[config.mk]
export PLATFORM = sky130hd
export DESIGN_NAME = hit_event_centroid_builder_core
export DESIGN_NICKNAME = d
export VERILOG_FILES = /design/src/sv/hecb_pkg.sv /design/src/sv/hecb_front.sv /design/src/sv/hecb_fifo.sv /design/src/sv/hecb_back.sv /design/src/sv/hit_event_centroid_builder_core.sv
export SDC_FILE = /design/constraint.sdc
export NUM_CORES = 1
export LEC_CHECK = 0
export BUFFER_PORTS_ARGS = -buffer_cell sky130_fd_sc_hd__buf_2
export CAP_MARGIN = 10
export CELL_PAD_IN_SITES_DETAIL_PLACEMENT = 1
export CELL_PAD_IN_SITES_GLOBAL_PLACEMENT = 2
export CORE_MARGIN = 5
export CORE_UTILIZATION = 25
export CTS_CLUSTER_DIAMETER = 80
export DETAILED_ROUTE_END_ITERATION = 6
export PLACE_DENSITY_LB_ADDON = 0.1
export SKIP_LAST_GASP = 1
export SYNTH_ARGS = -nofsm -noshare
export SYNTH_HDL_FRONTEND = slang
export SYNTH_SLANG_ARGS = --single-unit
[constraint.sdc]
create_clock -name clk_i -period 18 [get_ports clk_i]
set_input_delay 1.8 -clock clk_i [delete_from_list [all_inputs] [get_ports clk_i]]
set_output_delay 1.8 -clock clk_i [all_outputs]
set_load 0.005 [all_outputs]
[src/sv/hecb_pkg.sv]
`timescale 1ns / 1ps
`default_nettype none

package hecb_pkg;

  localparam int unsigned COORD_W = 8;
  localparam int unsigned COUNT_W = 10;
  localparam int unsigned FRAC_W  = 8;
  localparam int unsigned ID_W    = 32;
  localparam int unsigned TOTAL_W = COORD_W + COUNT_W;
  localparam int unsigned MEAN_W  = COORD_W + FRAC_W;
  localparam int unsigned STEP_W  = $clog2(MEAN_W);

  localparam int unsigned QUEUE_DEPTH = 4;
  localparam int unsigned QPTR_W      = $clog2(QUEUE_DEPTH);
  localparam int unsigned QCNT_W      = QPTR_W + 1;

  localparam logic FUNC_HIT   = 1'b0;
  localparam logic FUNC_FLUSH = 1'b1;

  // one closed event, waiting for its means
  typedef struct packed {
    logic [ID_W-1:0]    pcnt;
    logic [ID_W-1:0]    fcnt;
    logic [COUNT_W-1:0] x_hits;
    logic [COUNT_W-1:0] y_hits;
    logic [TOTAL_W-1:0] x_total;
    logic [TOTAL_W-1:0] y_total;
    logic               overflow;
  } event_t;

  typedef struct packed {
    logic full;
    logic empty;
  } queue_status_t;

endpackage

`default_nettype wire

[src/sv/hecb_front.sv]
`timescale 1ns / 1ps
`default_nettype none

module hecb_front (
  input  wire logic                          clk_i,
  input  wire logic                          rst_ni,
  input  wire logic                          in_valid_i,
  output logic                               in_ready_o,
  input  wire logic                          func_i,
  input  wire logic [hecb_pkg::ID_W-1:0]     event_pcnt_i,
  input  wire logic [hecb_pkg::ID_W-1:0]     event_fcnt_i,
  input  wire logic [hecb_pkg::COORD_W-1:0]  hit_x_i,
  input  wire logic [hecb_pkg::COORD_W-1:0]  hit_y_i,
  input  wire hecb_pkg::queue_status_t       q_status_i,
  output logic                               push_o,
  output hecb_pkg::event_t                   push_data_o
);

  localparam logic [hecb_pkg::COUNT_W-1:0] CountMax = '1;

  logic                             have_q, have_d;
  logic [hecb_pkg::ID_W-1:0]        pcnt_q, pcnt_d, fcnt_q, fcnt_d;
  logic [hecb_pkg::TOTAL_W-1:0]     xt_q, xt_d, yt_q, yt_d;
  logic [hecb_pkg::COUNT_W-1:0]     xh_q, xh_d, yh_q, yh_d;
  logic                             ovf_q, ovf_d;

  logic accept;
  logic closing;
  logic id_change;
  logic [hecb_pkg::TOTAL_W-1:0] xt_base, yt_base;
  logic [hecb_pkg::COUNT_W-1:0] xh_base, yh_base;
  logic                         ovf_base;

  assign in_ready_o = !q_status_i.full;
  assign accept     = in_valid_i && in_ready_o;
  assign id_change  = have_q && ((event_pcnt_i != pcnt_q) || (event_fcnt_i != fcnt_q));
  assign closing    = (func_i == hecb_pkg::FUNC_FLUSH) || id_change;

  assign push_o = accept && closing && have_q && (xh_q != '0) && (yh_q != '0);
  assign push_data_o = '{pcnt: pcnt_q, fcnt: fcnt_q, x_hits: xh_q, y_hits: yh_q,
                         x_total: xt_q, y_total: yt_q, overflow: ovf_q};

  always_comb begin
    have_d = have_q;
    pcnt_d = pcnt_q;
    fcnt_d = fcnt_q;
    xt_d   = xt_q;
    yt_d   = yt_q;
    xh_d   = xh_q;
    yh_d   = yh_q;
    ovf_d  = ovf_q;
    // sums restart when the event closes
    xt_base  = id_change ? '0 : xt_q;
    yt_base  = id_change ? '0 : yt_q;
    xh_base  = id_change ? '0 : xh_q;
    yh_base  = id_change ? '0 : yh_q;
    ovf_base = id_change ? 1'b0 : ovf_q;
    if (accept) begin
      if (func_i == hecb_pkg::FUNC_FLUSH) begin
        have_d = 1'b0;
        pcnt_d = '0;
        fcnt_d = '0;
        xt_d   = '0;
        yt_d   = '0;
        xh_d   = '0;
        yh_d   = '0;
        ovf_d  = 1'b0;
      end else begin
        have_d = 1'b1;
        pcnt_d = event_pcnt_i;
        fcnt_d = event_fcnt_i;
        xt_d   = xt_base;
        yt_d   = yt_base;
        xh_d   = xh_base;
        yh_d   = yh_base;
        ovf_d  = ovf_base;
        if (hit_x_i != '0) begin
          if (xh_base == CountMax) begin
            ovf_d = 1'b1;
          end else begin
            xt_d = xt_base + hecb_pkg::TOTAL_W'(hit_x_i);
            xh_d = xh_base + hecb_pkg::COUNT_W'(1);
          end
        end
        if (hit_y_i != '0) begin
          if (yh_base == CountMax) begin
            ovf_d = 1'b1;
          end else begin
            yt_d = yt_base + hecb_pkg::TOTAL_W'(hit_y_i);
            yh_d = yh_base + hecb_pkg::COUNT_W'(1);
          end
        end
      end
    end
  end

  always_ff @(posedge clk_i or negedge rst_ni) begin
    if (!rst_ni) begin
      have_q <= 1'b0;
      pcnt_q <= '0;
      fcnt_q <= '0;
      xt_q   <= '0;
      yt_q   <= '0;
      xh_q   <= '0;
      yh_q   <= '0;
      ovf_q  <= 1'b0;
    end else begin
      have_q <= have_d;
      pcnt_q <= pcnt_d;
      fcnt_q <= fcnt_d;
      xt_q   <= xt_d;
      yt_q   <= yt_d;
      xh_q   <= xh_d;
      yh_q   <= yh_d;
      ovf_q  <= ovf_d;
    end
  end

endmodule

`default_nettype wire

[src/sv/hecb_fifo.sv]
`timescale 1ns / 1ps
`default_nettype none

module hecb_fifo (
  input  wire logic                    clk_i,
  input  wire logic                    rst_ni,
  input  wire logic                    wr_en_i,
  input  wire hecb_pkg::event_t        wr_data_i,
  input  wire logic                    rd_en_i,
  output hecb_pkg::event_t             rd_data_o,
  output hecb_pkg::queue_status_t      status_o
);

  hecb_pkg::event_t mem_q [hecb_pkg::QUEUE_DEPTH];

  logic [hecb_pkg::QPTR_W-1:0] wr_ptr_q, wr_ptr_d, rd_ptr_q, rd_ptr_d;
  logic [hecb_pkg::QCNT_W-1:0] cnt_q, cnt_d;
  logic do_wr, do_rd;

  assign status_o.full  = (cnt_q == hecb_pkg::QCNT_W'(hecb_pkg::QUEUE_DEPTH));
  assign status_o.empty = (cnt_q == '0);
  assign do_wr = wr_en_i && !status_o.full;
  assign do_rd = rd_en_i && !status_o.empty;
  assign rd_data_o = mem_q[rd_ptr_q];

  always_comb begin
    wr_ptr_d = do_wr ? wr_ptr_q + hecb_pkg::QPTR_W'(1) : wr_ptr_q;
    rd_ptr_d = do_rd ? rd_ptr_q + hecb_pkg::QPTR_W'(1) : rd_ptr_q;
    cnt_d    = cnt_q;
    if (do_wr && !do_rd) begin
      cnt_d = cnt_q + hecb_pkg::QCNT_W'(1);
    end else if (do_rd && !do_wr) begin
      cnt_d = cnt_q - hecb_pkg::QCNT_W'(1);
    end
  end

  always_ff @(posedge clk_i) begin
    if (do_wr) begin
      mem_q[wr_ptr_q] <= wr_data_i;
    end
  end

  always_ff @(posedge clk_i or negedge rst_ni) begin
    if (!rst_ni) begin
      wr_ptr_q <= '0;
      rd_ptr_q <= '0;
      cnt_q    <= '0;
    end else begin
      wr_ptr_q <= wr_ptr_d;
      rd_ptr_q <= rd_ptr_d;
      cnt_q    <= cnt_d;
    end
  end

endmodule

`default_nettype wire

[src/sv/hecb_back.sv]
`timescale 1ns / 1ps
`default_nettype none

module hecb_back (
  input  wire logic                          clk_i,
  input  wire logic                          rst_ni,
  input  wire hecb_pkg::queue_status_t       q_status_i,
  input  wire hecb_pkg::event_t              q_data_i,
  output logic                               pop_o,
  output logic                               out_valid_o,
  input  wire logic                          out_ready_i,
  output logic [hecb_pkg::ID_W-1:0]          out_pcnt_o,
  output logic [hecb_pkg::ID_W-1:0]          out_fcnt_o,
  output logic [hecb_pkg::COUNT_W-1:0]       x_count_o,
  output logic [hecb_pkg::COUNT_W-1:0]       y_count_o,
  output logic [hecb_pkg::MEAN_W-1:0]        x_mean_o,
  output logic [hecb_pkg::MEAN_W-1:0]        y_mean_o,
  output logic                               count_overflow_o
);

  typedef enum logic [2:0] {
    S_IDLE = 3'b001,
    S_DIV  = 3'b010,
    S_OUT  = 3'b100
  } state_e;

  localparam int unsigned RemW = hecb_pkg::COUNT_W;
  localparam int unsigned LowW = hecb_pkg::MEAN_W;

  state_e state_q, state_d;
  logic [hecb_pkg::STEP_W-1:0] step_q, step_d;

  hecb_pkg::event_t ev_q, ev_d;
  logic [RemW-1:0] xrem_q, xrem_d, yrem_q, yrem_d;
  logic [LowW-1:0] xlow_q, xlow_d, ylow_q, ylow_d;
  logic [LowW-1:0] xquo_q, xquo_d, yquo_q, yquo_d;

  logic [RemW:0] xshift, yshift, xdiff, ydiff;
  logic          xge, yge;

  // one restoring-division step per cycle on each axis
  assign xshift = {xrem_q, xlow_q[LowW-1]};
  assign yshift = {yrem_q, ylow_q[LowW-1]};
  assign xdiff  = xshift - {1'b0, ev_q.x_hits};
  assign ydiff  = yshift - {1'b0, ev_q.y_hits};
  assign xge    = xshift >= {1'b0, ev_q.x_hits};
  assign yge    = yshift >= {1'b0, ev_q.y_hits};

  assign pop_o = (state_q == S_IDLE) && !q_status_i.empty;

  always_comb begin
    state_d = state_q;
    step_d  = step_q;
    ev_d    = ev_q;
    xrem_d  = xrem_q;
    yrem_d  = yrem_q;
    xlow_d  = xlow_q;
    ylow_d  = ylow_q;
    xquo_d  = xquo_q;
    yquo_d  = yquo_q;
    case (state_q)
      S_IDLE: begin
        if (pop_o) begin
          ev_d = q_data_i;
          // the upper part of the scaled total is always below the count
          xrem_d = q_data_i.x_total[hecb_pkg::TOTAL_W-1 -: RemW];
          yrem_d = q_data_i.y_total[hecb_pkg::TOTAL_W-1 -: RemW];
          xlow_d = {q_data_i.x_total[hecb_pkg::COORD_W-1:0], hecb_pkg::FRAC_W'(0)};
          ylow_d = {q_data_i.y_total[hecb_pkg::COORD_W-1:0], hecb_pkg::FRAC_W'(0)};
          step_d  = '0;
          state_d = S_DIV;
        end
      end
      S_DIV: begin
        xrem_d = xge ? xdiff[RemW-1:0] : xshift[RemW-1:0];
        yrem_d = yge ? ydiff[RemW-1:0] : yshift[RemW-1:0];
        xlow_d = xlow_q << 1;
        ylow_d = ylow_q << 1;
        xquo_d = {xquo_q[LowW-2:0], xge};
        yquo_d = {yquo_q[LowW-2:0], yge};
        step_d = step_q + hecb_pkg::STEP_W'(1);
        if (step_q == hecb_pkg::STEP_W'(LowW - 1)) begin
          state_d = S_OUT;
        end
      end
      S_OUT: begin
        if (out_ready_i) begin
          state_d = S_IDLE;
        end
      end
      default: begin
        state_d = S_IDLE;
      end
    endcase
  end

  always_ff @(posedge clk_i) begin
    ev_q   <= ev_d;
    xrem_q <= xrem_d;
    yrem_q <= yrem_d;
    xlow_q <= xlow_d;
    ylow_q <= ylow_d;
    xquo_q <= xquo_d;
    yquo_q <= yquo_d;
  end

  always_ff @(posedge clk_i or negedge rst_ni) begin
    if (!rst_ni) begin
      state_q <= S_IDLE;
      step_q  <= '0;
    end else begin
      state_q <= state_d;
      step_q  <= step_d;
    end
  end

  assign out_valid_o      = (state_q == S_OUT);
  assign out_pcnt_o       = ev_q.pcnt;
  assign out_fcnt_o       = ev_q.fcnt;
  assign x_count_o        = ev_q.x_hits;
  assign y_count_o        = ev_q.y_hits;
  assign x_mean_o         = xquo_q;
  assign y_mean_o         = yquo_q;
  assign count_overflow_o = ev_q.overflow;

endmodule

`default_nettype wire

[src/sv/hit_event_centroid_builder_core.sv]
`timescale 1ns / 1ps
`default_nettype none

// Hit event centroid builder. Hits are taken one per cycle whenever the event
// queue has room; a hit with a new (pcnt, fcnt) id, or a flush transaction,
// closes the open event, and an event with at least one nonzero x and one
// nonzero y is queued (four entries) for its means. The back end works on one
// queued event at a time: it loads the event, then runs bit-serial division
// (x and y in parallel, one quotient bit each cycle), then holds the result
// until taken; it pops the next event only after that. Hit input stalls only
// while the queue is full.
module hit_event_centroid_builder_core (
  input  wire logic                          clk_i,
  input  wire logic                          rst_ni,
  input  wire logic                          in_valid_i,
  output logic                               in_ready_o,
  input  wire logic                          func_i,
  input  wire logic [hecb_pkg::ID_W-1:0]     event_pcnt_i,
  input  wire logic [hecb_pkg::ID_W-1:0]     event_fcnt_i,
  input  wire logic [hecb_pkg::COORD_W-1:0]  hit_x_i,
  input  wire logic [hecb_pkg::COORD_W-1:0]  hit_y_i,
  output logic                               out_valid_o,
  input  wire logic                          out_ready_i,
  output logic [hecb_pkg::ID_W-1:0]          out_pcnt_o,
  output logic [hecb_pkg::ID_W-1:0]          out_fcnt_o,
  output logic [hecb_pkg::COUNT_W-1:0]       x_count_o,
  output logic [hecb_pkg::COUNT_W-1:0]       y_count_o,
  output logic [hecb_pkg::MEAN_W-1:0]        x_mean_o,
  output logic [hecb_pkg::MEAN_W-1:0]        y_mean_o,
  output logic                               count_overflow_o
);

  hecb_pkg::queue_status_t q_status;
  hecb_pkg::event_t        push_data;
  hecb_pkg::event_t        pop_data;
  logic                    push;
  logic                    pop;

  hecb_front u_front (
    .clk_i        (clk_i),
    .rst_ni       (rst_ni),
    .in_valid_i   (in_valid_i),
    .in_ready_o   (in_ready_o),
    .func_i       (func_i),
    .event_pcnt_i (event_pcnt_i),
    .event_fcnt_i (event_fcnt_i),
    .hit_x_i      (hit_x_i),
    .hit_y_i      (hit_y_i),
    .q_status_i   (q_status),
    .push_o       (push),
    .push_data_o  (push_data)
  );

  hecb_fifo u_fifo (
    .clk_i     (clk_i),
    .rst_ni    (rst_ni),
    .wr_en_i   (push),
    .wr_data_i (push_data),
    .rd_en_i   (pop),
    .rd_data_o (pop_data),
    .status_o  (q_status)
  );

  hecb_back u_back (
    .clk_i            (clk_i),
    .rst_ni           (rst_ni),
    .q_status_i       (q_status),
    .q_data_i         (pop_data),
    .pop_o            (pop),
    .out_valid_o      (out_valid_o),
    .out_ready_i      (out_ready_i),
    .out_pcnt_o       (out_pcnt_o),
    .out_fcnt_o       (out_fcnt_o),
    .x_count_o        (x_count_o),
    .y_count_o        (y_count_o),
    .x_mean_o         (x_mean_o),
    .y_mean_o         (y_mean_o),
    .count_overflow_o (count_overflow_o)
  );

endmodule

`default_nettype wire
==> summary.md <==
| Metric | Value |
|---|---|
| CP arrival | 6610 ps |
| Clock transition at path regs | 50 ps |
| Grt met1 use | 17.6% |
| Most used flip-flop cell after synthesis | edfxtp_1 |
| Status | finished, final reports clean |
| Fillers | 13,000 |
| Crit-path max cell delay | 640 ps |
| Commonest non-fill, non-tap cell in the layout | edfxtp_1 |
| WL final | 93.4 mm |
| Fin. Hold Viols | 0 |
| Worst-Margin Slew | 1160 ps |
| Met3 GRT Util | 3.80% |
| Final Max Tran Viols | 0 |
| Tcrit/Tclk final | 33.6% |
| Most frequent cells in the layout | edfxtp_1, nand2_1, buf_2 |
| Post-synth EDFFs | 637 |
| Share of layout cells above drive strength 1 | 23.6% |
| Max Fclk | 165 MHz |
| TNS Setup | 0 ps |
| Via/cell ratio | 4.48 |
| Synth Instances | 1,931 |
| Number of synthesized register bits | 773 |
| Final min period | 6060 ps |
| Vias in the first global route | 19,600 |
| DR pass1 iterations | 5 |
| Boundary pin count | 204 |
| Comb power frac | 27.0% |
| FF-to-FF setup slack | 12,720 ps |
| Remaining Overflow, GRT | 0 |
| Initial drt markers | 807 |
| Die Span Y | 365 um |
| Crit Path Class | primary input to register |
| Initial core utilization | 25.1% |
| Cell area after layout | 37,700 um^2 |
| Leak Pwr | 13.3 nW |
| PwrDens | 166 nW/um^2 |
| Crit-path most repeated cell | nand4_1 |
| RSZ-0062 raised after global routing | false |
| R2R depth | 15 |
| Global Route Usage Sum | 14.1% |
| Synth async-reset ratio | 17.6% |
| Distinct cell type count after synthesis | 78 |
| H-tree levels | 3 |
| Max IR drop VDD | 0.0676 mV |
| Placeable Area | 125,000 um^2 |
| Synth Cell Area | 31,500 um^2 |
| Crit path to | u_front.xt_q[16] |
| P_sw | 0.00202 W |
| Dpl cell area | 34,500 um^2 |
| Core Rows | 130 |
| Sequential-to-total area share from yosys stat | 71.5% |
| Cell Chain, Critical Path | buf_2 > xnor2_1 > nand4_1 > nor4_2 > nand4_4 > nand2_2 > and2_1 > ha_1 > fa_1 > and3_1 > o221ai_1 > a21oi_1 > nand4_1 > nor3_1 > nand2_1 > a221o_1 |
| RD Place Congestion | 0.719 |
| Setup Buffers After CTS | 0 |
| Antenna viol nets, final | 0 |
| Post-CTS Hold Buffers | 0 |
| Setup violators final | 0 |
| Crit path launch | event_pcnt_i[21] |
| Syn_area_per_cell | 16.3 um^2 |
| CTS Buffer Depth | 3 |
| Syn_nets | 2,067 |
| Critical Path RT | 18,550 ps |
| Critical path fanouts, max | 35 |
| Met2 GRT Util | 24.5% |
| DRC | 0 |
| Switching share of power | 32.1% |
| R2R Path End | u_front.xt_q[16] |
| Skew final | 32.3 ps |
| Largest net degree at the start of global routing | 81 |
| Max-Slew Margin vs Limit | 22.7% |
| Drt wl/cell | 23.9 um |
| CTS Root Cell | clkbuf_16 |
| Hold WC Path Type | register to register |
| CTS-repair resized insts | 0 |
| Clk sinks | 773 |
| CTS tree | built |
| Die X-Extent | 365 um |
| Reg power frac | 42.2% |
| Worst setup EP type | register |
| Max-cap violation count | 0 |
| Initial antenna violation count | 26 |
| I/O Buffers | 203 |
| Area Growth Syn to Fin | 19.6% |
| Clk_lat worst skew | 680 ps |
| Synth Warn # | 0 |
| Total number of vias | 17,600 |
| R2R Path Start | u_front.pcnt_q[21] |
| Post-DP HPWL | 59.4 mm |
| Num CTS Buffers | 94 |
| Die ar. | 133,000 um^2 |
| Nets@finish | 2,310 |
| GR peak layer | met2 |
| CP max-delay cell | nand2_2 |
| First-pass GRT wire length | 137 mm |
| Clock power share | 30.8% |
| P_int | 0.00426 W |
| CP Launch Type | primary input |
[Yosys cell counts (all sizes together) (5+ instances only)]
| library cell | n | area, um^2 |
|---|---|---|
| clkbuf | 54 | 204 |
| o22ai | 5 | 31.3 |
| a22o | 18 | 158 |
| nand4 | 39 | 259 |
| nor3 | 14 | 70.1 |
| xnor2 | 78 | 683 |
| inv | 43 | 161 |
| mux4 | 121 | 2730 |
| a21oi | 51 | 270 |
| nand3 | 30 | 150 |
| mux2i | 25 | 250 |
| nor2b | 9 | 56.3 |
| or3 | 6 | 37.5 |
| nor4 | 14 | 119 |
| fa | 5 | 100 |
| nand2 | 244 | 923 |
| nand2b | 7 | 43.8 |
| a211oi | 6 | 50.1 |
| dfrtp | 135 | 3380 |
| xor2 | 14 | 123 |
| o31ai | 8 | 65.1 |
| o21ai | 101 | 505 |
| nor2 | 55 | 206 |
| edfxtp | 637 | 19100 |
| ha | 46 | 576 |
| buf | 30 | 180 |
| and3 | 9 | 57.6 |
| a21o | 14 | 105 |
| and2 | 32 | 200 |
| a31oi | 14 | 87.6 |
[layout make-up]
cell class,instances,area [um^2],share of cell area (%)
flip-flops and latches,773,22500,59.8
clock inverters,35,477,1.26
clock buffers,141,2710,7.19
well taps,1650,2060,5.48
repair buffers,231,1230,3.27
multi-input cells,1030,8470,22.5
inverters,44,165,0.438
diodes,12,30.0,0.0797
[worst max-delay path: cells and delay by family]
kind                       cells  cell delay [ps]
adders and majority gates      2              400
and+or+nand+nor                9             2850
xor gates and xnor gates       1              460
buffers and inverters          1              120
AOI/OAI and AO/OA              3              910
[how the worst min path moves through the flow]
stage	start	endpoint	slack (ps)	cells past startpoint
2_1_floorplan	u_back.x_mean_o[9]	u_back.x_mean_o[10]	450	0
3_3_place_gp	u_back.y_mean_o[8]	u_back.y_mean_o[9]	430	0
3_5_place_dp	u_back.x_mean_o[7]	u_back.x_mean_o[8]	430	0
4_1_cts	u_back.x_mean_o[7]	u_back.x_mean_o[8]	450	0
5_1_grt	u_back.y_mean_o[5]	u_back.y_mean_o[6]	450	0
6_report	u_back.x_mean_o[7]	u_back.x_mean_o[8]	440	0
[per-stage QoR]
step                hold slack, ps  setup WS [ps]  utilization [%]  power, W  std cells
global route                   453          11620             30.0   0.00668       3904
detailed placement             433          11060             27.5   0.00448       3728
global placement               431          11200             27.5   0.00445       3728
finish                         444          11940             30.1   0.00628       3916
floorplan                      452          12020                -   0.00371       1931
CTS                            446          11800             30.0   0.00646       3904
[cell families after synthesis]
logic type	count (synthesis)	share of synthesized area, %
DFF	773	71.5
muxes	150	9.58
and+or+nand+nor	475	7.13
buffers and inverters	128	1.74
adders and majority gates	51	2.14
AOI/OAI and AO/OA	262	5.35
xor gates and xnor gates	92	2.56
[power by group through the flow]
stage / sequential [W] / clock (W) / combinational (W)
after floorplan: 0.00260 / 0 / 0.00112
after global placement: 0.00268 / 0 / 0.00176
after detailed placement: 0.00270 / 0 / 0.00178
after CTS: 0.00267 / 0.00201 / 0.00178
after global routing: 0.00270 / 0.00209 / 0.00190
final: 0.00265 / 0.00193 / 0.00169
[routing by layer]
metal	up-vias	wire length, um
met3	114	4760
li1	7944	-
met5	-	105
met2	293	46300
met1	9190	40400
met4	16	1830
[sequential cells by signal (all words and copies together), names as in the netlist, 3 cells and up]
register and flops:
u_front.xh_q 10, u_back.y_mean_o 16, u_front.yt_q 18, u_back.x_count_o 10, u_back.x_mean_o 16, u_back.step_q 4
u_back.state_q 3, u_front.fcnt_q 32, u_back.ylow_q 8, u_front.xt_q 18, u_back.out_pcnt_o 32, u_fifo.cnt_q 3
u_back.yrem_q 10, u_back.xlow_q 8, u_front.pcnt_q 32, u_back.y_count_o 10, u_front.yh_q 10, u_fifo.mem_q 484
u_back.xrem_q 10, u_back.out_fcnt_o 32
Power figures use the tool's default switching activity.
